===== src/hdl/omac_pkg.sv =====
// ----------------------------------------------------------------------------
// omac_pkg
// shared types, codes and helper functions of the motor commander
// ----------------------------------------------------------------------------
package omac_pkg;

  localparam int unsigned CFG_IDX_W  = 2;
  localparam int unsigned CFG_DATA_W = 16;
  localparam int unsigned DEC_DIGITS = 3;  // decimal digits an 8-bit distance can have

  // configuration register indexes
  typedef enum logic [CFG_IDX_W-1:0] {
    REG_NEAR_THRESHOLD = 2'd0,
    REG_DISTANCE_LIMIT = 2'd1,
    REG_STOP_TICKS     = 2'd2,
    REG_TURN_TICKS     = 2'd3
  } cfg_reg_e;

  // transaction kinds
  typedef enum logic [1:0] {
    CMD_RX_BYTE = 2'd0,
    CMD_MEASURE = 2'd1,
    CMD_DISPLAY = 2'd2
  } cmd_e;

  // avoidance sequencer
  typedef enum logic [1:0] {
    AV_IDLE = 2'd0,
    AV_STOP = 2'd1,
    AV_TURN = 2'd2
  } avoid_e;

  // received command characters
  localparam logic [7:0] CHAR_AUTO  = 8'h43;
  localparam logic [7:0] CHAR_STOP  = 8'h51;
  localparam logic [7:0] CHAR_BACK  = 8'h53;
  localparam logic [7:0] CHAR_RIGHT = 8'h44;
  localparam logic [7:0] CHAR_LEFT  = 8'h41;
  localparam logic [7:0] CHAR_FWD   = 8'h57;

  // motor drive codes
  localparam logic [3:0] MOTOR_STOP  = 4'h0;
  localparam logic [3:0] MOTOR_FWD   = 4'hA;
  localparam logic [3:0] MOTOR_BACK  = 4'h5;
  localparam logic [3:0] MOTOR_RIGHT = 4'h9;
  localparam logic [3:0] MOTOR_LEFT  = 4'h6;

  // configuration reset values
  localparam logic [7:0]  NEAR_RST  = 8'd10;
  localparam logic [7:0]  LIMIT_RST = 8'd250;
  localparam logic [15:0] STOP_RST  = 16'd1667;
  localparam logic [15:0] TURN_RST  = 16'd8333;

  typedef struct packed {
    logic [1:0] command;
    logic [7:0] rx_byte;
    logic       echo_level;
  } omac_in_t;

  typedef struct packed {
    logic [3:0] motor_code;
    logic [7:0] distance;
    logic       auto_on;
    logic       avoid_busy;
    logic [7:0] segment_code;
    logic [3:0] digit_enable;
  } omac_out_t;

  typedef struct packed {
    logic [7:0]  near_threshold;
    logic [7:0]  distance_limit;
    logic [15:0] stop_ticks;
    logic [15:0] turn_ticks;
  } omac_cfg_t;

  // one decoded transaction, applied in the cycle it leaves the input stage
  typedef struct packed {
    logic       rx;
    logic       measure;
    logic       scan;
    logic [7:0] rx_byte;
    logic       echo_level;
  } omac_step_t;

  // echo timer status toward the drive logic
  typedef struct packed {
    logic       fell;
    logic [7:0] distance;  // latched distance after this step
  } omac_echo_t;

  // decimal digits of an 8-bit value, reciprocal multiplies instead of dividers
  function automatic logic [DEC_DIGITS-1:0][3:0] dec_digits(input logic [7:0] d);
    logic [15:0] p10;
    logic [15:0] p100;
    logic [4:0]  q10;
    logic [1:0]  q100;
    logic [7:0]  r0;
    logic [4:0]  r1;
    logic [DEC_DIGITS-1:0][3:0] res;
    p10  = 16'(d) * 16'd205;  // d / 10 for any 8-bit d
    p100 = 16'(d) * 16'd41;   // d / 100 for d below 256
    q10  = p10[15:11];
    q100 = p100[13:12];
    r0   = d - 8'(8'(q10) * 8'd10);
    r1   = q10 - 5'(5'(q100) * 5'd10);
    res[0] = r0[3:0];
    res[1] = r1[3:0];
    res[2] = {2'b00, q100};
    return res;
  endfunction

  // active-low seven-segment patterns
  function automatic logic [7:0] seg_lookup(input logic [3:0] d);
    logic [7:0] s;
    unique case (d)
      4'd0, 4'd10: s = 8'hC0;
      4'd1, 4'd11: s = 8'hF9;
      4'd2, 4'd12: s = 8'hA4;
      4'd3, 4'd13: s = 8'hB0;
      4'd4, 4'd14: s = 8'h99;
      4'd5, 4'd15: s = 8'h92;
      4'd6:        s = 8'h82;
      4'd7:        s = 8'hF8;
      4'd8:        s = 8'h80;
      4'd9:        s = 8'h90;
      default:     s = 8'hFF;
    endcase
    return s;
  endfunction

endpackage


===== src/hdl/omac_drive.sv =====
// ----------------------------------------------------------------------------
// omac_drive
// mode control, manual command decode and avoidance sequencer
// ----------------------------------------------------------------------------
module omac_drive (
  input  logic                 clk_i,
  input  logic                 rst_ni,
  input  omac_pkg::omac_step_t step_i,
  input  logic                 step_en_i,
  input  omac_pkg::omac_echo_t echo_i,
  input  omac_pkg::omac_cfg_t  cfg_i,
  output logic [3:0]           motor_o,
  output logic                 auto_o,
  output logic                 busy_o
);
  import omac_pkg::*;

  logic        auto_q, auto_d;
  logic [7:0]  byte_q, byte_d;
  logic [3:0]  motor_q, motor_d;
  avoid_e      phase_q, phase_d;
  logic [15:0] cnt_q, cnt_d;
  logic [15:0] cnt_inc;
  logic        rx_auto;
  logic        meas;
  logic        far;

  assign rx_auto = step_en_i && step_i.rx && (step_i.rx_byte == CHAR_AUTO);
  assign meas    = step_en_i && step_i.measure;
  assign cnt_inc = cnt_q + 16'd1;
  assign far     = echo_i.distance > cfg_i.near_threshold;

  // mode and stored command
  always_comb begin
    auto_d = auto_q;
    byte_d = byte_q;
    if (step_en_i && step_i.rx) begin
      byte_d = step_i.rx_byte;
    end
    if (rx_auto) begin
      auto_d = !auto_q;
    end
  end

  // sequencer next state
  always_comb begin
    phase_d = phase_q;
    cnt_d   = cnt_q;
    if (rx_auto) begin
      phase_d = AV_IDLE;
      cnt_d   = 16'd0;
    end else if (meas && auto_q) begin
      unique case (phase_q)
        AV_STOP: begin
          cnt_d = cnt_inc;
          if (cnt_inc >= cfg_i.stop_ticks) begin
            phase_d = AV_TURN;
            cnt_d   = 16'd0;
          end
        end
        AV_TURN: begin
          cnt_d = cnt_inc;
          if (cnt_inc >= cfg_i.turn_ticks) begin
            phase_d = AV_IDLE;
            cnt_d   = 16'd0;
          end
        end
        default: begin
          phase_d = AV_IDLE;
          if (echo_i.fell && !far) begin
            phase_d = AV_STOP;
            cnt_d   = 16'd0;
          end
        end
      endcase
    end
  end

  // motor drive output
  always_comb begin
    motor_d = motor_q;
    if (rx_auto) begin
      motor_d = MOTOR_STOP;
    end else if (meas && auto_q) begin
      unique case (phase_q)
        AV_STOP: begin
          if (cnt_inc >= cfg_i.stop_ticks) motor_d = MOTOR_LEFT;
        end
        AV_TURN: begin
          if (cnt_inc >= cfg_i.turn_ticks) motor_d = MOTOR_STOP;
        end
        default: begin
          if (echo_i.fell) motor_d = far ? MOTOR_FWD : MOTOR_STOP;
        end
      endcase
    end else if (meas) begin
      unique case (byte_q)
        CHAR_STOP:  motor_d = MOTOR_STOP;
        CHAR_BACK:  motor_d = MOTOR_BACK;
        CHAR_RIGHT: motor_d = MOTOR_RIGHT;
        CHAR_LEFT:  motor_d = MOTOR_LEFT;
        CHAR_FWD:   motor_d = far ? MOTOR_FWD : MOTOR_STOP;
        default:    motor_d = motor_q;
      endcase
    end
  end

  always_ff @(posedge clk_i or negedge rst_ni) begin
    if (!rst_ni) begin
      auto_q  <= 1'b0;
      byte_q  <= 8'd0;
      motor_q <= MOTOR_STOP;
      phase_q <= AV_IDLE;
      cnt_q   <= 16'd0;
    end else begin
      auto_q  <= auto_d;
      byte_q  <= byte_d;
      motor_q <= motor_d;
      phase_q <= phase_d;
      cnt_q   <= cnt_d;
    end
  end

  assign motor_o = motor_q;
  assign auto_o  = auto_q;
  assign busy_o  = (phase_q == AV_STOP) || (phase_q == AV_TURN);

  a_busy_needs_auto: assert property (@(posedge clk_i) disable iff (!rst_ni)
    (phase_q != AV_IDLE) |-> auto_q)
    else $error("avoidance running in manual mode");

  a_turn_drives_left: assert property (@(posedge clk_i) disable iff (!rst_ni)
    (phase_q == AV_TURN) |-> (motor_q == MOTOR_LEFT))
    else $error("turn phase without left drive");

  a_stop_holds_motors: assert property (@(posedge clk_i) disable iff (!rst_ni)
    (phase_q == AV_STOP) |-> (motor_q == MOTOR_STOP))
    else $error("stop phase with motors running");

endmodule


===== config.mk =====
export PLATFORM = sky130hd
export DESIGN_NAME = omac_drive
export DESIGN_NICKNAME = d
export VERILOG_FILES = /design/src/hdl/omac_pkg.sv /design/src/hdl/omac_drive.sv
export SDC_FILE = /design/constraint.sdc
export NUM_CORES = 1
export LEC_CHECK = 0
export BUFFER_PORTS_ARGS = -buffer_cell sky130_fd_sc_hd__buf_2
export CORE_AREA = 2 2 86 88
export CTS_BUF_LIST = sky130_fd_sc_hd__clkbuf_16
export DETAILED_ROUTE_END_ITERATION = 8
export DIE_AREA = 0 0 88 90
export SLEW_MARGIN = 20
export SYNTH_ARGS = -nofsm -noshare
export SYNTH_HDL_FRONTEND = slang
export SYNTH_SLANG_ARGS = --single-unit
export TNS_END_PERCENT = 30

===== constraint.sdc =====
create_clock -name clk_i -period 4.12 [get_ports clk_i]
set_input_delay 0.824 -clock clk_i [delete_from_list [all_inputs] [get_ports clk_i]]
set_output_delay 0.824 -clock clk_i [all_outputs]
set_load 0.02 [all_outputs]

==> results.ini <==
[clock_tree]
tritoncts = built
clock-sinks = 31
insertion_delay_ps = 280
clk_path_buf_depth = 2
cts_root_buf = clkbuf_16
cts-hold-fix-buffers = 0
htreeDepth = 2
path_clk_slew_ps = 50
tritoncts.num_buffers = 5

[critical_path]
worstSetupEndpoint = motor_o[0]
cp.arrival_ps = 4010
crit_chain = nand4_2 -> or3_1 -> or4_4 -> xnor2_2 -> ha_1 -> nand4_1 -> nor3_1 -> or4b_1 -> nand4_2 -> o211ai_1 -> a32o_1
path_class = register to register
cp_slowest_stage_delay_ps = 540
required_ps = 4290
cp-start-kind = register
r2r_slack_ps = 280
rr_worst_depth = 11
critPathLaunch = cnt_q[6]
path_common_cell = nand4_2
rr_startpoint = cnt_q[6]
endpoint_kind = register
r2r-end = motor_o[0]
worst_path_max_delay_cell = or4_4
cp_max_fo = 6

[finish]
finalNonFillerCells = 482
fin_area_um2 = 3390
fin_nets = 498
fillers = 692
fin_util_pct = 48.3
regArea_um2 = 776
drive_gt1_share_pct = 25.3
multiInputGateArea_um2 = 1770
diodes = 0
area_delta_synth_final_pct = 23.3

[logic_synthesis]
netlist_instances = 310
synth_edf_count = 0
synth-async-reset-ratio_pct = 100
synth_top_area_cell = dfrtp_1
synth_top_area_share_pct = 28.2
ys_types = 48
yosysSeqAreaShare_pct = 28.2
synth_area_leaders = dfrtp_1 28%, ha_1 20%, inv_1 6.3%
yosys_warnings = 0
synthTopCellsByCount = 46 x inv_1, 44 x ha_1, 31 x dfrtp_1
yosysMostFrequentCell = inv_1
synth_ff_type = dfrtp_1
synth_area_um2 = 2750
syn_area_per_cell_um2 = 8.87
syn-num-nets = 426
synth-seq-cells = 31

[global_route]
antenna_found_initial = 0
grt_max_degree = 32
grt-ovfl-total = 0
grt_pass1_vias = 2318
grt_pass1_wl_um = 10200
grt.total_usage_pct = 15.7

[placed_design]
numPortBuffers = 67
place_congestion = 0.784
dp_cells = 474
dp_hpwl_um = 4800
post-place-ws_ps = 201
placed_area_um2 = 3210

[worst_hold_path]
hold_path.class = register to register
worstHoldPathCells = 1

[sta]
min_period_ps = 3840
final-hold-violation-count = 0
fin_crit_sh_pct = 93.2
rsz0062_at_grt = no
fin_setup_tns_ps = 0
fin_skew_ps = 3.55
finalSetupViolations = 0
whs_ps = 502
worstMarginPinSlew_ps = 740
relSlewSlack_pct = 50.7
drv_slew = 0
fmax_mhz = 260
setup_slack_ps = 280

[floorplanning]
die_w_um = 88
initial_core_util_pct = 39.2
io_pins = 78
die_area_um2 = 7920
fp.dieH_um = 90
rows = 31
core_um2 = 7020

[detailed_routing]
drc = 0
wl_um = 6030
firstDrtPassIters = 4
wl_per_cell_um = 12.5
drt_iter0_drc = 61
vias = 2411
viasPerCell = 5.00
postRouteAntennaNets = 0

[power]
irDropWorstVdd_mv = 0.167
p_comb_share_pct = 15.6
seq_power_share_pct = 37.1
leakagePower_nw = 1.83
switching_share_pct = 24.8
powerDensity_nw_per_um2 = 264
p_sw_mw = 0.222
p_int_mw = 0.673
power_mw = 0.895
p_clk_share_pct = 47.3

[job]
drv_cap = 0

[status]
status = finished clean

[critical path, delay by kind of cell (launching register included)]
kind | cells | cell delay (ps)
xor gates and xnor gates | 1 | 170
AOI/OAI and AO/OA | 2 | 580
adders and majority gates | 1 | 300
DFF | 1 | 440
and+or+nand+nor | 7 | 2230
[power groups by stage]
stage / Sequential (mW) / Clock [mW] / Combinational (mW)
2_1_floorplan: 0.338 / 0 / 0.0796
3_3_place_gp: 0.337 / 0 / 0.137
4_1_cts: 0.332 / 0.431 / 0.142
3_5_place_dp: 0.337 / 0 / 0.141
5_1_grt: 0.335 / 0.446 / 0.160
6_report: 0.332 / 0.423 / 0.139
[layout make-up]
class / count / share of cell area [%]
Clock buffer: 5 / 3.69
Clock inverter: 3 / 1.29
Inverter: 46 / 5.10
Multi-Input combinational cell: 226 / 52.4
Sequential cell: 31 / 22.9
Tap cell: 99 / 3.66
Timing Repair Buffer: 72 / 11.0
[routing by layer]
metal | wire length (µm) | vias to the layer above | GRT usage, %
li1 | - | 1249 | -
met1 | 2800 | 1105 | 21.3
met2 | 2920 | 47 | 25.6
met3 | 226 | 10 | 2.94
met4 | 86 | 0 | 3.97
met5 | 0 | - | 0
[layout by cell type (no fill, tap or decap), types with 2 or more instances in the layout]
cell type  count
xor2_1         5
clkbuf_16      5
a21oi_1       18
nor2b_1        4
dfrtp_1       31
nor2_1        13
nand2b_1       4
nor3_1         2
mux2_2         9
nand4_2        2
or2_2          2
nand3b_1       2
a22o_1        12
ha_1          44
nand4_1        9
inv_1         46
mux2i_1        5
and3_1         3
nand2_1       26
or4b_1         2
a211oi_1       3
a32o_1         3
a221o_1        3
xnor2_1        9
nand3_1       15
o21ai_0       10
buf_2         67
buf_4          5
o211ai_1       2
[cell families (layout without fill, tap and decap cells)]
logic type	count (synthesis)	count (layout)	synth area share, %
AOI/OAI and AO/OA	61	61	15.6
xor gates and xnor gates	15	15	5.05
adders and majority gates	44	44	20.0
buffers and inverters	53	126	7.74
DFF	31	31	28.2
muxes	14	14	5.51
and+or+nand+nor	92	92	17.9
[how the worst min path moves through the flow]
stage / start / to / slack [ps]
2_1_floorplan: cnt_q[14] / cnt_q[14] / 470
3_3_place_gp: cnt_q[14] / cnt_q[14] / 480
3_5_place_dp: byte_q[7] / byte_q[7] / 490
4_1_cts: byte_q[7] / byte_q[7] / 500
5_1_grt: byte_q[3] / byte_q[3] / 530
6_report: byte_q[7] / byte_q[7] / 500
[flip-flops by register name, indices dropped and copies added (netlist names)]
register,flops
cnt_q,16
byte_q,8
motor_o,4
phase_q,2
auto_o,1
[timing repair]
action                     4_1_cts  5_1_grt
setup buffers                    0        0
gates resized for setup          0        2
setup endpoints to repair        0        4
No activity file was read; power rests on OpenSTA's default activity.
