**src/hdl/omac_pkg.sv**
```systemverilog
// ----------------------------------------------------------------------------
// omac_pkg
// shared types, codes and helper functions of the motor commander
// ----------------------------------------------------------------------------
package omac_pkg;

  localparam int unsigned CFG_IDX_W  = 2;
  localparam int unsigned CFG_DATA_W = 16;
  localparam int unsigned DEC_DIGITS = 3;  // decimal digits an 8-bit distance can have

  // configuration register indexes
  typedef enum logic [CFG_IDX_W-1:0] {
    REG_NEAR_THRESHOLD = 2'd0,
    REG_DISTANCE_LIMIT = 2'd1,
    REG_STOP_TICKS     = 2'd2,
    REG_TURN_TICKS     = 2'd3
  } cfg_reg_e;

  // transaction kinds
  typedef enum logic [1:0] {
    CMD_RX_BYTE = 2'd0,
    CMD_MEASURE = 2'd1,
    CMD_DISPLAY = 2'd2
  } cmd_e;

  // avoidance sequencer
  typedef enum logic [1:0] {
    AV_IDLE = 2'd0,
    AV_STOP = 2'd1,
    AV_TURN = 2'd2
  } avoid_e;

  // received command characters
  localparam logic [7:0] CHAR_AUTO  = 8'h43;
  localparam logic [7:0] CHAR_STOP  = 8'h51;
  localparam logic [7:0] CHAR_BACK  = 8'h53;
  localparam logic [7:0] CHAR_RIGHT = 8'h44;
  localparam logic [7:0] CHAR_LEFT  = 8'h41;
  localparam logic [7:0] CHAR_FWD   = 8'h57;

  // motor drive codes
  localparam logic [3:0] MOTOR_STOP  = 4'h0;
  localparam logic [3:0] MOTOR_FWD   = 4'hA;
  localparam logic [3:0] MOTOR_BACK  = 4'h5;
  localparam logic [3:0] MOTOR_RIGHT = 4'h9;
  localparam logic [3:0] MOTOR_LEFT  = 4'h6;

  // configuration reset values
  localparam logic [7:0]  NEAR_RST  = 8'd10;
  localparam logic [7:0]  LIMIT_RST = 8'd250;
  localparam logic [15:0] STOP_RST  = 16'd1667;
  localparam logic [15:0] TURN_RST  = 16'd8333;

  typedef struct packed {
    logic [1:0] command;
    logic [7:0] rx_byte;
    logic       echo_level;
  } omac_in_t;

  typedef struct packed {
    logic [3:0] motor_code;
    logic [7:0] distance;
    logic       auto_on;
    logic       avoid_busy;
    logic [7:0] segment_code;
    logic [3:0] digit_enable;
  } omac_out_t;

  typedef struct packed {
    logic [7:0]  near_threshold;
    logic [7:0]  distance_limit;
    logic [15:0] stop_ticks;
    logic [15:0] turn_ticks;
  } omac_cfg_t;

  // one decoded transaction, applied in the cycle it leaves the input stage
  typedef struct packed {
    logic       rx;
    logic       measure;
    logic       scan;
    logic [7:0] rx_byte;
    logic       echo_level;
  } omac_step_t;

  // echo timer status toward the drive logic
  typedef struct packed {
    logic       fell;
    logic [7:0] distance;  // latched distance after this step
  } omac_echo_t;

  // decimal digits of an 8-bit value, reciprocal multiplies instead of dividers
  function automatic logic [DEC_DIGITS-1:0][3:0] dec_digits(input logic [7:0] d);
    logic [15:0] p10;
    logic [15:0] p100;
    logic [4:0]  q10;
    logic [1:0]  q100;
    logic [7:0]  r0;
    logic [4:0]  r1;
    logic [DEC_DIGITS-1:0][3:0] res;
    p10  = 16'(d) * 16'd205;  // d / 10 for any 8-bit d
    p100 = 16'(d) * 16'd41;   // d / 100 for d below 256
    q10  = p10[15:11];
    q100 = p100[13:12];
    r0   = d - 8'(8'(q10) * 8'd10);
    r1   = q10 - 5'(5'(q100) * 5'd10);
    res[0] = r0[3:0];
    res[1] = r1[3:0];
    res[2] = {2'b00, q100};
    return res;
  endfunction

  // active-low seven-segment patterns
  function automatic logic [7:0] seg_lookup(input logic [3:0] d);
    logic [7:0] s;
    unique case (d)
      4'd0, 4'd10: s = 8'hC0;
      4'd1, 4'd11: s = 8'hF9;
      4'd2, 4'd12: s = 8'hA4;
      4'd3, 4'd13: s = 8'hB0;
      4'd4, 4'd14: s = 8'h99;
      4'd5, 4'd15: s = 8'h92;
      4'd6:        s = 8'h82;
      4'd7:        s = 8'hF8;
      4'd8:        s = 8'h80;
      4'd9:        s = 8'h90;
      default:     s = 8'hFF;
    endcase
    return s;
  endfunction

endpackage

```
**src/hdl/omac_cfg.sv**
```systemverilog
// ----------------------------------------------------------------------------
// omac_cfg
// configuration register file, write only
// ----------------------------------------------------------------------------
module omac_cfg (
  input  logic                                clk_i,
  input  logic                                rst_ni,
  input  logic                                cfg_we_i,
  input  logic [omac_pkg::CFG_IDX_W-1:0]      cfg_idx_i,
  input  logic [omac_pkg::CFG_DATA_W-1:0]     cfg_data_i,
  output omac_pkg::omac_cfg_t                 cfg_o
);
  import omac_pkg::*;

  omac_cfg_t cfg_q, cfg_d;

  always_comb begin
    cfg_d = cfg_q;
    if (cfg_we_i) begin
      unique case (cfg_reg_e'(cfg_idx_i))
        REG_NEAR_THRESHOLD: cfg_d.near_threshold = cfg_data_i[7:0];
        REG_DISTANCE_LIMIT: cfg_d.distance_limit = cfg_data_i[7:0];
        REG_STOP_TICKS:     cfg_d.stop_ticks     = cfg_data_i;
        REG_TURN_TICKS:     cfg_d.turn_ticks     = cfg_data_i;
        default:            cfg_d = cfg_q;
      endcase
    end
  end

  always_ff @(posedge clk_i or negedge rst_ni) begin
    if (!rst_ni) begin
      cfg_q.near_threshold <= NEAR_RST;
      cfg_q.distance_limit <= LIMIT_RST;
      cfg_q.stop_ticks     <= STOP_RST;
      cfg_q.turn_ticks     <= TURN_RST;
    end else begin
      cfg_q <= cfg_d;
    end
  end

  assign cfg_o = cfg_q;

endmodule

```
**config.mk**
```make
export PLATFORM = sky130hd
export DESIGN_NAME = omac_cfg
export DESIGN_NICKNAME = d
export VERILOG_FILES = /design/src/hdl/omac_pkg.sv /design/src/hdl/omac_cfg.sv
export SDC_FILE = /design/constraint.sdc
export NUM_CORES = 1
export LEC_CHECK = 0
export ABC_AREA = 1
export ABC_CLOCK_PERIOD_IN_PS = 800
export BUFFER_PORTS_ARGS = -buffer_cell sky130_fd_sc_hd__buf_2
export CORE_MARGIN = 2
export CORE_UTILIZATION = 50
export DETAILED_ROUTE_END_ITERATION = 8
export PLACE_DENSITY = 0.87
export SLEW_MARGIN = 20
export SYNTH_ARGS = -nofsm -noshare
export SYNTH_HDL_FRONTEND = slang
export SYNTH_SLANG_ARGS = --single-unit
```
**constraint.sdc**
```tcl
create_clock -name clk_i -period 0.8 [get_ports clk_i]
set_input_delay 0.08 -clock clk_i [delete_from_list [all_inputs] [get_ports clk_i]]
set_output_delay 0.08 -clock clk_i [all_outputs]
set_load 0.01 [all_outputs]
```
==> impl_metrics.py, run 1 <==
metrics = {
    "run_status": {
        "status": "finished, violations left",
        "violations": "setup timing",
    },
    "clock_tree": {
        "clock_latency_ps": 300,
        "cts_buffers": 5,
        "root_buffer": "clkbuf_8",
        "clockBufferDepth": 2,
        "clock-sinks": 48,
        "cts-htree-levels": 2,
        "cts_tree": "built",
        "clk_pin_slew_worst_paths_ps": 80,
    },
    "grt": {
        "antenna_found_initial": 0,
        "gr-total-overflow": 0,
        "grt_pass1_vias": 1838,
        "grt_pass1_wl_um": 8650,
        "grt_max_degree": 49,
        "grt_usage": 0.250,
    },
    "logic_synthesis": {
        "synth.distinct_cells": 14,
        "synth_top_area_cell": "dfrtp_1",
        "synth_common_cells": "nand2_1, nand4_1, dfrtp_1",
        "syn_avg_cell_area_um2": 9.73,
        "yosysMostFrequentCell": "nand2_1",
        "syn-cell-area_um2": 2090,
        "synth-xor-area-share": 0,
        "synthFlopType": "dfrtp_1",
        "ys_seq_area_frac": 0.585,
        "synth_top_family_by_area": "simple AND/OR/NAND/NOR gates",
        "synth_top_area_share": 0.359,
        "synth_area_leaders": "dfrtp_1, dfstp_2, nand2_1, nand4_1, buf_6",
        "synth_compound_gate_area_share": 0,
        "ys_ff_latch": 48,
        "synthCells": 215,
        "synth_edf_count": 0,
        "synthAdderAreaFrac": 0,
        "synth_mux_area_frac": 0,
        "synthSimpleGateAreaFrac": 0.345,
        "async_reset_ff_frac": 1.00,
        "syn-num-nets": 236,
        "yosys_warnings": 0,
    },
    "cells_and_area": {
        "fin_nets": 342,
        "fin_cells": 371,
        "areaGrowthSynthToFinish_pct": 44.5,
        "nFillCells": 260,
        "design_area_um2": 3020,
        "multi_input_area_um2": 749,
        "drive_gt1_frac": 0.489,
        "postLayoutCoreUtil": 0.756,
        "antennaDiodeCount": 0,
        "seq_area_um2": 1220,
        "largest_reg_flops": 48,
    },
    "route": {
        "post-route-drc-count": 0,
        "first_pass_iters": 4,
        "via_count": 2052,
        "routed_wl_um": 5910,
        "first_iter_violations": 141,
        "wire_per_inst_um": 15.9,
        "viasPerCell": 5.53,
        "drtAntennaViolNets": 0,
    },
    "timing": {
        "setup_tns_ps": -7940,
        "finalSetupViolations": 58,
        "max_freq_mhz": 958,
        "drv_slew": 0,
        "fin_crit_sh": 1.31,
        "slew_headroom": 0.763,
        "timing.hold.ws_ps": 1.72,
        "final-hold-violation-count": 0,
        "rsz0062_at_grt": "true",
        "finalWorstSetupSlack_ps": -244,
        "finalClockSkew_ps": 0,
        "worst_pin_slew_ps": 355,
        "period_needed_ps": 1040,
    },
    "placement": {
        "place_ws_ps": -129,
        "dp.cells": 332,
        "port_buffers": 68,
        "dp_hpwl_um": 3610,
        "place_congestion": 0.860,
        "place_area_um2": 2510,
    },
    "hold_path": {
        "hp-start": "cfg_data_i[10]",
        "hold_class": "input port to register",
    },
    "floorplanning": {
        "initial_core_util": 0.523,
        "die_h_um": 68.7,
        "dieWidth_um": 68.7,
        "core-area_um2": 4000,
        "dieArea_um2": 4720,
        "rows": 23,
        "ios": 69,
    },
    "critical_path": {
        "critPathBufInv": 1,
        "worstPathRequired_ps": 720,
        "critPathSlowestCell": "dfstp_2",
        "path_delay_family": "flip-flops",
        "path_cells": "buf_6",
        "start_kind": "register",
        "crit_path_end_kind": "primary output",
        "path_max_fanout": 2,
        "reg2reg_from": "cfg_o[15]",
        "crit_type": "register to primary output",
        "crit_start": "cfg_o[0]",
        "cpPeakStageDelay_ps": 560,
        "worstPathArrival_ps": 960,
    },
    "flow_run": {
        "drv_cap": 0,
    },
    "power_and_ir_drop": {
        "ir_worst_vdd_mv": 1.64,
        "power_mw": 6.71,
        "cellPowerDensity_nw_per_um2": 2220,
        "leakagePower_nw": 1.62,
    },
}
cell families (layout without fill, tap and decap cells):
logic type,after synthesis,after routing
flops,48,48
buf+inv,18,124
simple gates,149,149
metal layers:
layer	global-route usage	wire, um	part of all wire
met2	0.413	2990	0.51
met5	0	0	0
met3	0.0438	353	0.060
met4	0.100	158	0.027
met1	0.324	2410	0.41
worst paths after layout:
check | slack, ps | cells past startpoint | endpoint
setup reg to reg | -90 | 4 | cfg_o[15]
hold reg to reg | 470 | 2 | cfg_o[24]
hold / removal | 2 | 3 | cfg_o[26]
max in group asynchronous | 220 | 3 | cfg_o[13]
min in group asynchronous | 290 | 3 | cfg_o[4]
setup / recovery | -240 | 1 | cfg_o[0]
power breakdown:
| group | internal, mW | switching [mW] |
|---|---|---|
| Combinational | 1.06 | 0.948 |
| Sequential | 2.92 | 0.255 |
| Clock | 0.770 | 0.761 |
| Total | 4.75 | 1.96 |
area by class of cell:
| cell class | instances | share of cell area |
|---|---|---|
| timing repair buffer | 115 | 0.290 |
| multi-input combinational | 149 | 0.248 |
| clock buffer | 7 | 0.0319 |
| tap | 50 | 0.0207 |
| inverter | 2 | 0.00497 |
| sequential | 48 | 0.405 |
repair_timing:
item | 4_1_cts | 5_1_grt
endpoints found under the hold margin | 30 | 0
pin swaps | 1 | 8
endpoints found under the setup margin | 48 | 52
hold buffers | 1 | 0
buffers inserted | 19 | 12
gates resized for setup | 18 | 17
cell usage in the layout, fill, tap and decap left out:
cell type      netlist  layout
clkbuf_8             0       7
buf_2                6      47
nand3_2              1       1
buf_12               0       3
dlygate4sd3_1        0       1
dfrtp_1             30      30
nand2_2              1      12
dfstp_2             18      18
buf_6                7      24
nor2_8               1       1
nand3_1              8       8
buf_4                3      40
nand4_1             40      40
nand3_4              2       2
nand2_1             96      85
inv_2                1       1
inv_8                1       1
No activity file was read; power rests on OpenSTA's default activity.
==> inputs of run 2 (changes only) <==
==> constraint.sdc (replaced) <==
create_clock -name clk_i -period 0.8 [get_ports clk_i]
set_input_delay 0.08 -clock clk_i [delete_from_list [all_inputs] [get_ports clk_i]]
set_output_delay 0.08 -clock clk_i [all_outputs]
set_load 0.005 [all_outputs]
==> run 2 against run 1 <==
Against the previous run:
- the run still ends with setup timing left
- worst setup slack lost 3.7 ps
- clock skew is the same
- total power shrank 4.9%
- hold slack gained 5.2 ps
- register-to-register slack gained 40 ps
- wire length shrank 3.6%
- die area is the same
- final cell count shrank 0.27%
- core utilization shrank 2.3 points
- count of clock-buffer cells in the layout is the same
- highest routed layer unchanged
==> impl_metrics.py, run 2 (synthesized netlist as in run 1, its figures left out) <==
metrics = {
    "route": {
        "drtAntennaViolNets": 0,
        "first_iter_violations": 169,
        "via_count": 1973,
        "wl_met1_um": 2340,
        "viasPerCell": 5.33,
        "wire_per_inst_um": 15.4,
        "post-route-drc-count": 0,
        "dr.max_layer_used": "met4",
        "first_pass_iters": 4,
        "met3_wirelength_um": 322,
        "routed_wl_um": 5700,
        "wl_met2_um": 2930,
    },
    "critical_path": {
        "start_kind": "register",
        "path_max_fanout": 2,
        "cpPeakStageDelay_ps": 560,
        "critPathBufInv": 1,
        "crit_type": "register to primary output",
        "critPathSlowestCell": "dfstp_2",
        "worstPathArrival_ps": 970,
        "worstPathRequired_ps": 720,
        "reg2reg_depth": 4,
        "path_cells": "buf_2",
        "crit_start": "cfg_o[2]",
        "path_delay_family": "flip-flops",
        "path_depth": 1,
        "r2r_end": "cfg_o[15]",
        "crit_path_end_kind": "primary output",
        "reg2reg_from": "cfg_o[15]",
        "rrSetupSlack_ps": -50,
        "setup.worst_path.end": "cfg_o[2]",
    },
    "grt": {
        "grt_max_degree": 49,
        "antenna_found_initial": 0,
        "gr-total-overflow": 0,
        "grt_usage": 0.245,
        "grt_pass1_wl_um": 8500,
        "grt_pass1_vias": 1771,
    },
    "cells_and_area": {
        "areaGrowthSynthToFinish_pct": 40.0,
        "drive_gt1_frac": 0.481,
        "layout_common_cells": "nand2_1, buf_2, nand4_1, buf_4, dfrtp_1",
        "fin_cells": 370,
        "fin_nets": 341,
        "nFillCells": 275,
        "largest_reg_flops": 48,
        "final_common_cell": "nand2_1",
        "design_area_um2": 2930,
        "multi_input_area_um2": 744,
        "seq_area_um2": 1220,
        "postLayoutCoreUtil": 0.732,
        "antennaDiodeCount": 0,
    },
    "timing": {
        "finalClockSkew_ps": 0,
        "slew_headroom": 0.768,
        "rsz0062_at_grt": "true",
        "drv_slew": 0,
        "finalSetupViolations": 58,
        "period_needed_ps": 1050,
        "max_freq_mhz": 954,
        "fin_crit_sh": 1.31,
        "final-hold-violation-count": 0,
        "setup_tns_ps": -7110,
        "finalWorstSetupSlack_ps": -248,
        "worst_pin_slew_ps": 348,
    },
    "clock_tree": {
        "cts_tree": "built",
        "clock-sinks": 48,
        "root_buffer": "clkbuf_8",
        "cts-htree-levels": 2,
        "clk_pin_slew_worst_paths_ps": 80,
        "clockBufferDepth": 2,
        "clock_latency_ps": 300,
        "cts_buffers": 5,
    },
    "floorplanning": {
        "die_h_um": 68.7,
        "dieWidth_um": 68.7,
        "core-area_um2": 4000,
        "ios": 69,
        "dieArea_um2": 4720,
        "initial_core_util": 0.523,
        "rows": 23,
    },
    "run_status": {
        "violations": "setup timing",
        "status": "finished, violations left",
    },
    "placement": {
        "place_ws_ps": -129,
        "dp_hpwl_um": 3610,
        "place_area_um2": 2510,
        "port_buffers": 68,
        "dp.cells": 332,
        "place_congestion": 0.860,
    },
    "power_and_ir_drop": {
        "ir_worst_vdd_mv": 1.55,
        "leakagePower_nw": 1.60,
        "cellPowerDensity_nw_per_um2": 2180,
    },
    "hold_path": {
        "hold_class": "input port to register",
    },
    "flow_run": {
        "drv_cap": 0,
    },
}
==> run 2: cell types whose count changed in the layout (fill, tap and decap cells not counted), sizes merged <==
cell  before  now
buf      114  113
==> run 2: what timing repair did <==
item	4_1_cts	5_1_grt
hold endpoints to repair	30	0
gates resized for setup	1	19
hold buffers	1	0
endpoints found under the setup margin	48	52
buffers inserted	19	11
pin swaps	1	5
==> run 2: routing by layer <==
metal / vias up / track usage
met2: 70 / 0.399
met3: 10 / 0.0471
li1: 936 / -
met5: - / 0
met1: 957 / 0.324
met4: 0 / 0.0950
==> run 2: area by class of cell <==
type	count	share of cell area
Timing Repair Buffer	114	0.269
Clock buffer	7	0.0329
Tap cell	50	0.0214
Multi-Input combinational cell	149	0.254
Inverter	2	0.00513
Sequential cell	48	0.418
==> run 2: power breakdown <==
part	leakage (nW)	internal, mW	switching [mW]
Combinational	0.983	0.921	0.772
Clock	0.0503	0.771	0.776
Sequential	0.563	2.92	0.228
Total	1.60	4.61	1.78
==> run 2: worst min-delay path by stage <==
stage                              start   endpoint  cells past startpoint
after floorplan                   rst_ni  cfg_o[10]                      0
after global placement            rst_ni   cfg_o[4]                      2
after detailed placement          rst_ni   cfg_o[4]                      2
after CTS                 cfg_data_i[10]  cfg_o[26]                      3
after global routing       cfg_data_i[9]  cfg_o[25]                      3
final                     cfg_data_i[10]  cfg_o[26]                      3
==> run 2: through the flow <==
stage	hold slack [ps]	total power [mW]
floorplan	-216	3.70
global placement	76.1	4.30
detailed placement	82.8	4.35
CTS	3.99	6.09
global route	14.8	6.71
finish	6.94	6.39
