==> src/hdl/omac_pkg.sv <==
// ----------------------------------------------------------------------------
// omac_pkg
// shared types, codes and helper functions of the motor commander
// ----------------------------------------------------------------------------
package omac_pkg;

  localparam int unsigned CFG_IDX_W  = 2;
  localparam int unsigned CFG_DATA_W = 16;
  localparam int unsigned DEC_DIGITS = 3;  // decimal digits an 8-bit distance can have

  // configuration register indexes
  typedef enum logic [CFG_IDX_W-1:0] {
    REG_NEAR_THRESHOLD = 2'd0,
    REG_DISTANCE_LIMIT = 2'd1,
    REG_STOP_TICKS     = 2'd2,
    REG_TURN_TICKS     = 2'd3
  } cfg_reg_e;

  // transaction kinds
  typedef enum logic [1:0] {
    CMD_RX_BYTE = 2'd0,
    CMD_MEASURE = 2'd1,
    CMD_DISPLAY = 2'd2
  } cmd_e;

  // avoidance sequencer
  typedef enum logic [1:0] {
    AV_IDLE = 2'd0,
    AV_STOP = 2'd1,
    AV_TURN = 2'd2
  } avoid_e;

  // received command characters
  localparam logic [7:0] CHAR_AUTO  = 8'h43;
  localparam logic [7:0] CHAR_STOP  = 8'h51;
  localparam logic [7:0] CHAR_BACK  = 8'h53;
  localparam logic [7:0] CHAR_RIGHT = 8'h44;
  localparam logic [7:0] CHAR_LEFT  = 8'h41;
  localparam logic [7:0] CHAR_FWD   = 8'h57;

  // motor drive codes
  localparam logic [3:0] MOTOR_STOP  = 4'h0;
  localparam logic [3:0] MOTOR_FWD   = 4'hA;
  localparam logic [3:0] MOTOR_BACK  = 4'h5;
  localparam logic [3:0] MOTOR_RIGHT = 4'h9;
  localparam logic [3:0] MOTOR_LEFT  = 4'h6;

  // configuration reset values
  localparam logic [7:0]  NEAR_RST  = 8'd10;
  localparam logic [7:0]  LIMIT_RST = 8'd250;
  localparam logic [15:0] STOP_RST  = 16'd1667;
  localparam logic [15:0] TURN_RST  = 16'd8333;

  typedef struct packed {
    logic [1:0] command;
    logic [7:0] rx_byte;
    logic       echo_level;
  } omac_in_t;

  typedef struct packed {
    logic [3:0] motor_code;
    logic [7:0] distance;
    logic       auto_on;
    logic       avoid_busy;
    logic [7:0] segment_code;
    logic [3:0] digit_enable;
  } omac_out_t;

  typedef struct packed {
    logic [7:0]  near_threshold;
    logic [7:0]  distance_limit;
    logic [15:0] stop_ticks;
    logic [15:0] turn_ticks;
  } omac_cfg_t;

  // one decoded transaction, applied in the cycle it leaves the input stage
  typedef struct packed {
    logic       rx;
    logic       measure;
    logic       scan;
    logic [7:0] rx_byte;
    logic       echo_level;
  } omac_step_t;

  // echo timer status toward the drive logic
  typedef struct packed {
    logic       fell;
    logic [7:0] distance;  // latched distance after this step
  } omac_echo_t;

  // decimal digits of an 8-bit value, reciprocal multiplies instead of dividers
  function automatic logic [DEC_DIGITS-1:0][3:0] dec_digits(input logic [7:0] d);
    logic [15:0] p10;
    logic [15:0] p100;
    logic [4:0]  q10;
    logic [1:0]  q100;
    logic [7:0]  r0;
    logic [4:0]  r1;
    logic [DEC_DIGITS-1:0][3:0] res;
    p10  = 16'(d) * 16'd205;  // d / 10 for any 8-bit d
    p100 = 16'(d) * 16'd41;   // d / 100 for d below 256
    q10  = p10[15:11];
    q100 = p100[13:12];
    r0   = d - 8'(8'(q10) * 8'd10);
    r1   = q10 - 5'(5'(q100) * 5'd10);
    res[0] = r0[3:0];
    res[1] = r1[3:0];
    res[2] = {2'b00, q100};
    return res;
  endfunction

  // active-low seven-segment patterns
  function automatic logic [7:0] seg_lookup(input logic [3:0] d);
    logic [7:0] s;
    unique case (d)
      4'd0, 4'd10: s = 8'hC0;
      4'd1, 4'd11: s = 8'hF9;
      4'd2, 4'd12: s = 8'hA4;
      4'd3, 4'd13: s = 8'hB0;
      4'd4, 4'd14: s = 8'h99;
      4'd5, 4'd15: s = 8'h92;
      4'd6:        s = 8'h82;
      4'd7:        s = 8'hF8;
      4'd8:        s = 8'h80;
      4'd9:        s = 8'h90;
      default:     s = 8'hFF;
    endcase
    return s;
  endfunction

endpackage

==> src/hdl/omac_echo.sv <==
// ----------------------------------------------------------------------------
// omac_echo
// echo pulse timer, distance latch and decimal digit store
// ----------------------------------------------------------------------------
module omac_echo #(
  parameter int unsigned DIGIT_COUNT = 4
) (
  input  logic                                clk_i,
  input  logic                                rst_ni,
  input  omac_pkg::omac_step_t                step_i,
  input  logic                                step_en_i,
  input  logic [7:0]                          distance_limit_i,
  output omac_pkg::omac_echo_t                echo_o,
  output logic [7:0]                          distance_o,
  output logic [DIGIT_COUNT-1:0][3:0]         digits_o
);
  import omac_pkg::*;

  logic [7:0] count_q, count_d;
  logic       prev_q, prev_d;
  logic [7:0] dist_q, dist_d;
  logic [DIGIT_COUNT-1:0][3:0] digit_q, digit_d, digit_new;
  logic [7:0] count_inc;
  logic       meas;
  logic       fell;
  logic [DEC_DIGITS-1:0][3:0] dec;

  assign meas = step_en_i && step_i.measure;

  // saturating count of echo-high ticks
  always_comb begin
    if (step_i.echo_level) begin
      if (count_q >= distance_limit_i) count_inc = distance_limit_i;
      else count_inc = count_q + 8'd1;
    end else begin
      count_inc = count_q;
    end
  end

  assign fell = meas && prev_q && !step_i.echo_level;
  assign dec  = dec_digits(count_inc);

  for (genvar i = 0; i < DIGIT_COUNT; i++) begin : g_digit
    if (i < DEC_DIGITS) begin : g_dec
      assign digit_new[i] = dec[i];
    end else begin : g_zero
      assign digit_new[i] = 4'd0;
    end
  end

  always_comb begin
    count_d = count_q;
    prev_d  = prev_q;
    dist_d  = dist_q;
    digit_d = digit_q;
    if (meas) begin
      prev_d  = step_i.echo_level;
      count_d = count_inc;
      if (fell) begin
        dist_d  = count_inc;
        digit_d = digit_new;
        count_d = 8'd0;
      end
    end
  end

  always_ff @(posedge clk_i or negedge rst_ni) begin
    if (!rst_ni) begin
      count_q <= 8'd0;
      prev_q  <= 1'b0;
      dist_q  <= 8'd0;
      digit_q <= '0;
    end else begin
      count_q <= count_d;
      prev_q  <= prev_d;
      dist_q  <= dist_d;
      digit_q <= digit_d;
    end
  end

  assign echo_o.fell     = fell;
  assign echo_o.distance = dist_d;
  assign distance_o      = dist_q;
  assign digits_o        = digit_q;

endmodule

==> config.mk <==
export PLATFORM = sky130hd
export DESIGN_NAME = omac_echo
export DESIGN_NICKNAME = d
export VERILOG_FILES = /design/src/hdl/omac_pkg.sv /design/src/hdl/omac_echo.sv
export SDC_FILE = /design/constraint.sdc
export NUM_CORES = 1
export LEC_CHECK = 0
export BUFFER_PORTS_ARGS = -buffer_cell sky130_fd_sc_hd__buf_4
export CELL_PAD_IN_SITES_DETAIL_PLACEMENT = 1
export CELL_PAD_IN_SITES_GLOBAL_PLACEMENT = 2
export CORE_UTILIZATION = 35
export DETAILED_ROUTE_END_ITERATION = 8
export PLACE_DENSITY_LB_ADDON = 0.25
export SETUP_SLACK_MARGIN = 0.3
export SYNTH_ARGS = -nofsm -noshare
export SYNTH_HDL_FRONTEND = slang
export SYNTH_SLANG_ARGS = --single-unit
export TNS_END_PERCENT = 10
==> constraint.sdc <==
create_clock -name clk_i -period 8.43 [get_ports clk_i]
set_clock_uncertainty 0.05 [all_clocks]
set_input_delay 1.2645 -clock clk_i [delete_from_list [all_inputs] [get_ports clk_i]]
set_output_delay 1.2645 -clock clk_i [all_outputs]
set_load 0.02 [all_outputs]
==> flow_summary_export.csv, run 1 <==
group,metric,value,unit
synthesis,ys_seq_area_share,21.0,%
global_route,grt_overflow_total,0,
detailed_routing,drt-wirelength-per-cell,15.1,µm
cells_and_area,antenna_cells,0,
global_route,grt_pass1_vias,2716,
worst_setup_path,path_delay_family,"adder cells",
clock_tree,cts_root_buf,"clkbuf_8",
synthesis,syn_area,0.00321,mm²
worst_setup_path,timing.rr.start,"count_q[0]$_DFFE_PN0P_",
worst_setup_path,path_depth,26,
worst_setup_path,cp.required,8.55,ns
detailed_routing,vias,2533,
sta,setup_viol,0,
worst_setup_path,critical_path_class,"input port to flip-flop",
worst_setup_path,critPathLaunchType,"input port",
cells_and_area,multi_input_area,0.00227,mm²
detailed_routing,detail_route.iter0.violations,63,
synthesis,synth_cell_type_count,45,
synthesis,async_flop_share,100,%
global_route,grt_usage,17.1,%
min_path,min_path_cells,2,
synthesis,synth_top_area_share,30.0,%
clock_tree,cts_sinks,27,
worst_setup_path,cp.buffers_inverters,5,
status,violations,"DRC",
die,die_area,0.00957,mm²
clock_tree,clock_path_buffers,2,
die,die_h,97.8,µm
worst_setup_path,crit_fanout,9,
clock_tree,numCtsBuffers,3,
clock_tree,post_cts_buffers,0,
worst_setup_path,worstReg2RegEnd,"digits_o[7]$_DFFE_PN0P_",
sta,fin_crit,7.43,ns
sta,max-slew-margin-rel,60.2,%
placement,finalWeightedCongestion,0.763,
worst_setup_path,cpPeakStageDelay,0.57,ns
die,fp.dieW,97.8,µm
die,start_util,36.5,%
die,io_pins,56,
global_route,antenna_found_initial,0,
placement,portBuffers,39,
min_path,hold_class,"flip-flop to flip-flop",
cells_and_area,drive_above_1_share,15.9,%
cells_and_area,seqCellArea,676,µm²
sta,tns,0,ns
cells_and_area,mostFrequentLayoutCells,"77 x ha_1, 53 x inv_1, 51 x buf_4",
global_route,global_route.peak_usage_layer,"met2",
sta,tightest_slew,0.598,ns
status,status,"complete, but fails checks",
worst_setup_path,crit_path_end_kind,"flip-flop",
worst_setup_path,regToRegSetupSlack,1.53,ns
worst_setup_path,reg2reg_depth,25,
detailed_routing,routed_wl,7520,µm
detailed_routing,vias_per_cell,5.10,
global_route,grtUsageMet3,1.29,%
global_route,grt_max_degree,28,
die,rows,34,
clock_tree,htreeDepth,1,
worst_setup_path,crit_slowest_cell,"fa_1",
job,cap_violations,0,
global_route,grt_use_met1,21.6,%
min_path,hp-start,"digits_o[4]$_DFFE_PN0P_",
global_route,grt_pass1_wl,13200,µm
clock_tree,clk_pin_slew_worst_paths,0.10,ns
placement,dp_hpwl,6470,µm
synthesis,postSynthAreaPerCell,9.34,µm²
die,fp.coreArea,0.00881,mm²
min_path,holdPathEnd,"digits_o[4]$_DFFE_PN0P_",
detailed_routing,drcViolationCount,6,
synthesis,synth_area_leaders,"ha_1 30%, dfrtp_1 21%, fa_1 8.1%, inv_1 6.2%, nand2_1 5.3%",
detailed_routing,ant_nets,0,
cells_and_area,fin_nets,503,
synthesis,synth_area_leader_cell,"ha_1",
clock_tree,cts_tree,"done",
synthesis,synthFlopType,"dfrtp_1",
sta,fmax,135,MHz
synthesis,synth-edff-count,0,
synthesis,synthCells,344,
cells_and_area,mostFrequentLayoutCell,"ha_1",
clock_tree,clk_latency,0.27,ns
cells_and_area,fill_cells,1045,
synthesis,synth_seq_cells,27,
sta,fin_crit_sh,88.1,%
clock_tree,postCtsHoldBufs,0,
sta,slew_viol_final,0,
sta,rsz0062_at_grt,"no",
synthesis,ys_warn_count,0,
clock_tree,cts_resized,0,
cells_and_area,area_growth,15.4,%
detailed_routing,first_pass_iters,6,
global_route,grtUsageMet2,32.4,%
worst_setup_path,critical_path_arrival,7.55,ns
sta,hold_viol,0,
-- tightest hold or removal path: cells and delay by family, from the launching register on --
family	cells	cell delay (ns)
flops	1	0.36
simple gates	2	0.10
-- registers in the layout (all words and copies together), names as in the netlist --
register and flops:
prev_q 1, count_q 8, digits_o 10, distance_o 8
-- metrics by stage --
step                      setup WS [ns]  cells  util [%]  hold slack, ns  area, µm²
after floorplan                   0.990    349         -           0.400       3230
after global routing              0.545    497      42.1           0.480       3710
after detailed placement          0.672    493      41.6           0.421       3660
after global placement            0.712    493      41.6           0.418       3660
final                             0.999    497      42.1           0.443       3710
after CTS                         0.962    497      42.1           0.447       3710
-- final cells by class --
type	instances	area share, %
multi-input cells	254	61.1
flip-flops and latches	27	18.2
repair buffers	51	10.3
inverters	53	5.36
well taps	108	3.64
clock buffers	3	1.11
clock inverters	1	0.202
-- layer usage --
layer | vias up | routed length, µm
li1 | 1256 | -
met1 | 1248 | 3420
met2 | 25 | 3940
met3 | 4 | 108
met4 | 0 | 51
met5 | - | 0
-- worst max-delay path by stage --
stage                              endpoint  slack (ns)                 from
detailed placement  digits_o[7]$_DFFE_PN0P_        0.67  distance_limit_i[3]
global route        digits_o[7]$_DFFE_PN0P_        0.54  distance_limit_i[3]
CTS                 digits_o[7]$_DFFE_PN0P_        0.96  distance_limit_i[3]
global placement    digits_o[7]$_DFFE_PN0P_        0.71  distance_limit_i[3]
floorplan           digits_o[7]$_DFFE_PN0P_        0.99  distance_limit_i[3]
finish              digits_o[7]$_DFFE_PN0P_         1.0  distance_limit_i[3]
-- cells by family (layout without fill, tap and decap cells) --
family | after synthesis | count (layout) | share of synthesized area (%)
adders and majority gates | 90 | 90 | 38.1
and+or+nand+nor | 71 | 71 | 9.74
buffers and inverters | 68 | 108 | 9.00
AOI/OAI and AO/OA | 62 | 62 | 13.6
DFF | 27 | 27 | 21.0
xor gates and xnor gates | 19 | 19 | 6.46
muxes | 6 | 6 | 2.02
other | 1 | 6 | 0.117
-- cell usage after synthesis, types with 6 or more instances --
master / n
a22o_1: 10
nor2_1: 8
xor2_1: 6
inv_1: 53
nand2_1: 45
clkbuf_1: 7
o21ai_0: 13
a21oi_1: 11
buf_4: 7
ha_1: 77
dfrtp_1: 27
xnor2_1: 10
fa_1: 13
Power of run 1 is left out: the tool's default activity adds up to more than one toggle a clock period on the data nets, which glitch-free logic cannot reach.
==> run 2, diff against run 1 <==
==> constraint.sdc (replaced) <==
create_clock -name clk_i -period 8.43 [get_ports clk_i]
set_clock_uncertainty 0.05 [all_clocks]
set_input_delay 0.843 -clock clk_i [delete_from_list [all_inputs] [get_ports clk_i]]
set_output_delay 0.843 -clock clk_i [all_outputs]
set_load 0.02 [all_outputs]
==> run 2 against run 1 <==
  * The flow still finishes with violations (DRC)
  * Critical path type unchanged
  * Final cell count fell by 1.2%
  * Worst setup slack improved by 0.30 ns
  * Clock-buffer cell count stayed put
  * Core utilization down 0.51 points
==> flow_summary_export.csv, run 2 (synthesis gave the netlist of run 1 again) <==
group,metric,value,unit
status,status,"complete, but fails checks",
global_route,grt_pass1_wl,12800,µm
global_route,grt_pass1_vias,2626,
sta,slew_viol_final,0,
cells_and_area,largest_reg_flops,10,
die,io_pins,56,
detailed_routing,wl_met3,110,µm
clock_tree,clk_pin_slew_worst_paths,0.10,ns
detailed_routing,detail_route.iter0.violations,73,
sta,tightest_slew,0.882,ns
detailed_routing,vias,2485,
job,cap_violations,0,
cells_and_area,fill_cells,1037,
detailed_routing,first_pass_iters,6,
placement,finalWeightedCongestion,0.710,
min_path,hold_class,"input port to asynchronous set/reset pin",
clock_tree,htreeDepth,1,
detailed_routing,routed_wl,7440,µm
clock_tree,cts_resized,0,
worst_setup_path,critical_path_class,"input port to flip-flop",
worst_setup_path,cpMostUsedCell,"ha_1",
detailed_routing,topRoutingLayerUsed,"met4",
worst_setup_path,crit_slowest_cell,"a31oi_1",
die,fp.coreArea,0.00881,mm²
sta,setup_viol,0,
worst_setup_path,critPathLaunchType,"input port",
detailed_routing,vias_per_cell,5.06,
cells_and_area,seqCellArea,676,µm²
clock_tree,postCtsHoldBufs,0,
worst_setup_path,worstReg2RegEnd,"digits_o[7]$_DFFE_PN0P_",
worst_setup_path,regToRegSetupSlack,1.51,ns
worst_setup_path,path_delay_family,"adder cells",
cells_and_area,antenna_cells,0,
global_route,grt_usage,16.8,%
sta,fin_crit_sh,84.5,%
detailed_routing,drcViolationCount,5,
clock_tree,cts_sinks,27,
worst_setup_path,crit_path_end_kind,"flip-flop",
placement,portBuffers,39,
die,die_area,0.00957,mm²
global_route,grt_max_degree,28,
sta,tns,0,ns
sta,max-slew-margin-rel,41.0,%
worst_setup_path,cp.buffers_inverters,5,
worst_setup_path,crit_fanout,9,
worst_setup_path,cpPeakStageDelay,0.60,ns
sta,rsz0062_at_grt,"no",
placement,dp.cells,487,
clock_tree,post_cts_buffers,0,
cells_and_area,fin_nets,497,
die,rows,34,
cells_and_area,mostFrequentLayoutCell,"ha_1",
sta,hold_viol,0,
detailed_routing,wl_met2,3770,µm
cells_and_area,mostFrequentLayoutCells,"77 x ha_1, 53 x inv_1, 45 x nand2_1, 45 x buf_4, 27 x dfrtp_1",
clock_tree,clk_latency,0.27,ns
clock_tree,clock_path_buffers,2,
worst_setup_path,reg2reg_depth,25,
die,die_h,97.8,µm
global_route,grt_overflow_total,0,
worst_setup_path,timing.rr.start,"count_q[1]$_DFFE_PN0P_",
die,start_util,36.5,%
cells_and_area,drive_above_1_share,14.6,%
status,violations,"DRC",
detailed_routing,ant_nets,0,
cells_and_area,area_growth,14.0,%
cells_and_area,multi_input_area,0.00227,mm²
worst_setup_path,critical_path_arrival,7.24,ns
detailed_routing,drt-wirelength-per-cell,15.2,µm
clock_tree,cts_root_buf,"clkbuf_8",
cells_and_area,fin_cells,491,
sta,fmax,140,MHz
global_route,antenna_found_initial,0,
die,fp.dieW,97.8,µm
detailed_routing,wl_met1,3510,µm
clock_tree,numCtsBuffers,3,
worst_setup_path,cp.required,8.54,ns
sta,fin_crit,7.13,ns
clock_tree,cts_tree,"done",
placement,dp_hpwl,6380,µm
run 2: worst reg2reg max path, delay by kind of cell (launching register included):
kind / cells / cell delay (ns)
xor+xnor: 5 / 0.89
simple gates: 3 / 0.44
fa+ha+maj: 7 / 2.53
flops: 1 / 0.47
buf+inv: 3 / 0.29
mux: 2 / 0.44
compound gates: 5 / 1.67
run 2: layout make-up:
| class | count | share of cell area (%) |
|---|---|---|
| Multi-Input combinational cell | 254 | 61.9 |
| Sequential cell | 27 | 18.4 |
| Timing Repair Buffer | 45 | 9.22 |
| Inverter | 53 | 5.43 |
| Tap cell | 108 | 3.69 |
| Clock buffer | 3 | 1.13 |
| Clock inverter | 1 | 0.205 |
run 2: per-stage QoR:
stage / setup WS [ns] / hold slack (ns) / cell area, µm² / util, %
2_1_floorplan: 1.41 / 0.400 / 3230 / -
3_3_place_gp: 0.987 / 0.416 / 3610 / 41.0
6_report: 1.30 / 0.413 / 3660 / 41.6
3_5_place_dp: 0.958 / 0.419 / 3610 / 41.0
4_1_cts: 1.24 / 0.418 / 3660 / 41.6
5_1_grt: 0.751 / 0.426 / 3660 / 41.6
run 2: how the worst max path moves through the flow:
stage / start / to / slack (ns) / cells after the start
4_1_cts: distance_limit_i[3] / digits_o[7]$_DFFE_PN0P_ / 1.24 / 26
5_1_grt: distance_limit_i[3] / digits_o[7]$_DFFE_PN0P_ / 0.75 / 26
6_report: distance_limit_i[3] / digits_o[7]$_DFFE_PN0P_ / 1.30 / 27
2_1_floorplan: distance_limit_i[3] / digits_o[7]$_DFFE_PN0P_ / 1.41 / 26
3_5_place_dp: distance_limit_i[3] / digits_o[7]$_DFFE_PN0P_ / 0.96 / 26
3_3_place_gp: distance_limit_i[3] / digits_o[7]$_DFFE_PN0P_ / 0.99 / 26
run 2: metal layers:
metal	global-route usage, %	vias to the layer above
li1	-	1247
met1	21.8	1213
met2	30.8	21
met3	1.36	4
met4	2.80	0
met5	0	-
Power of run 2 is left out for the same reason.
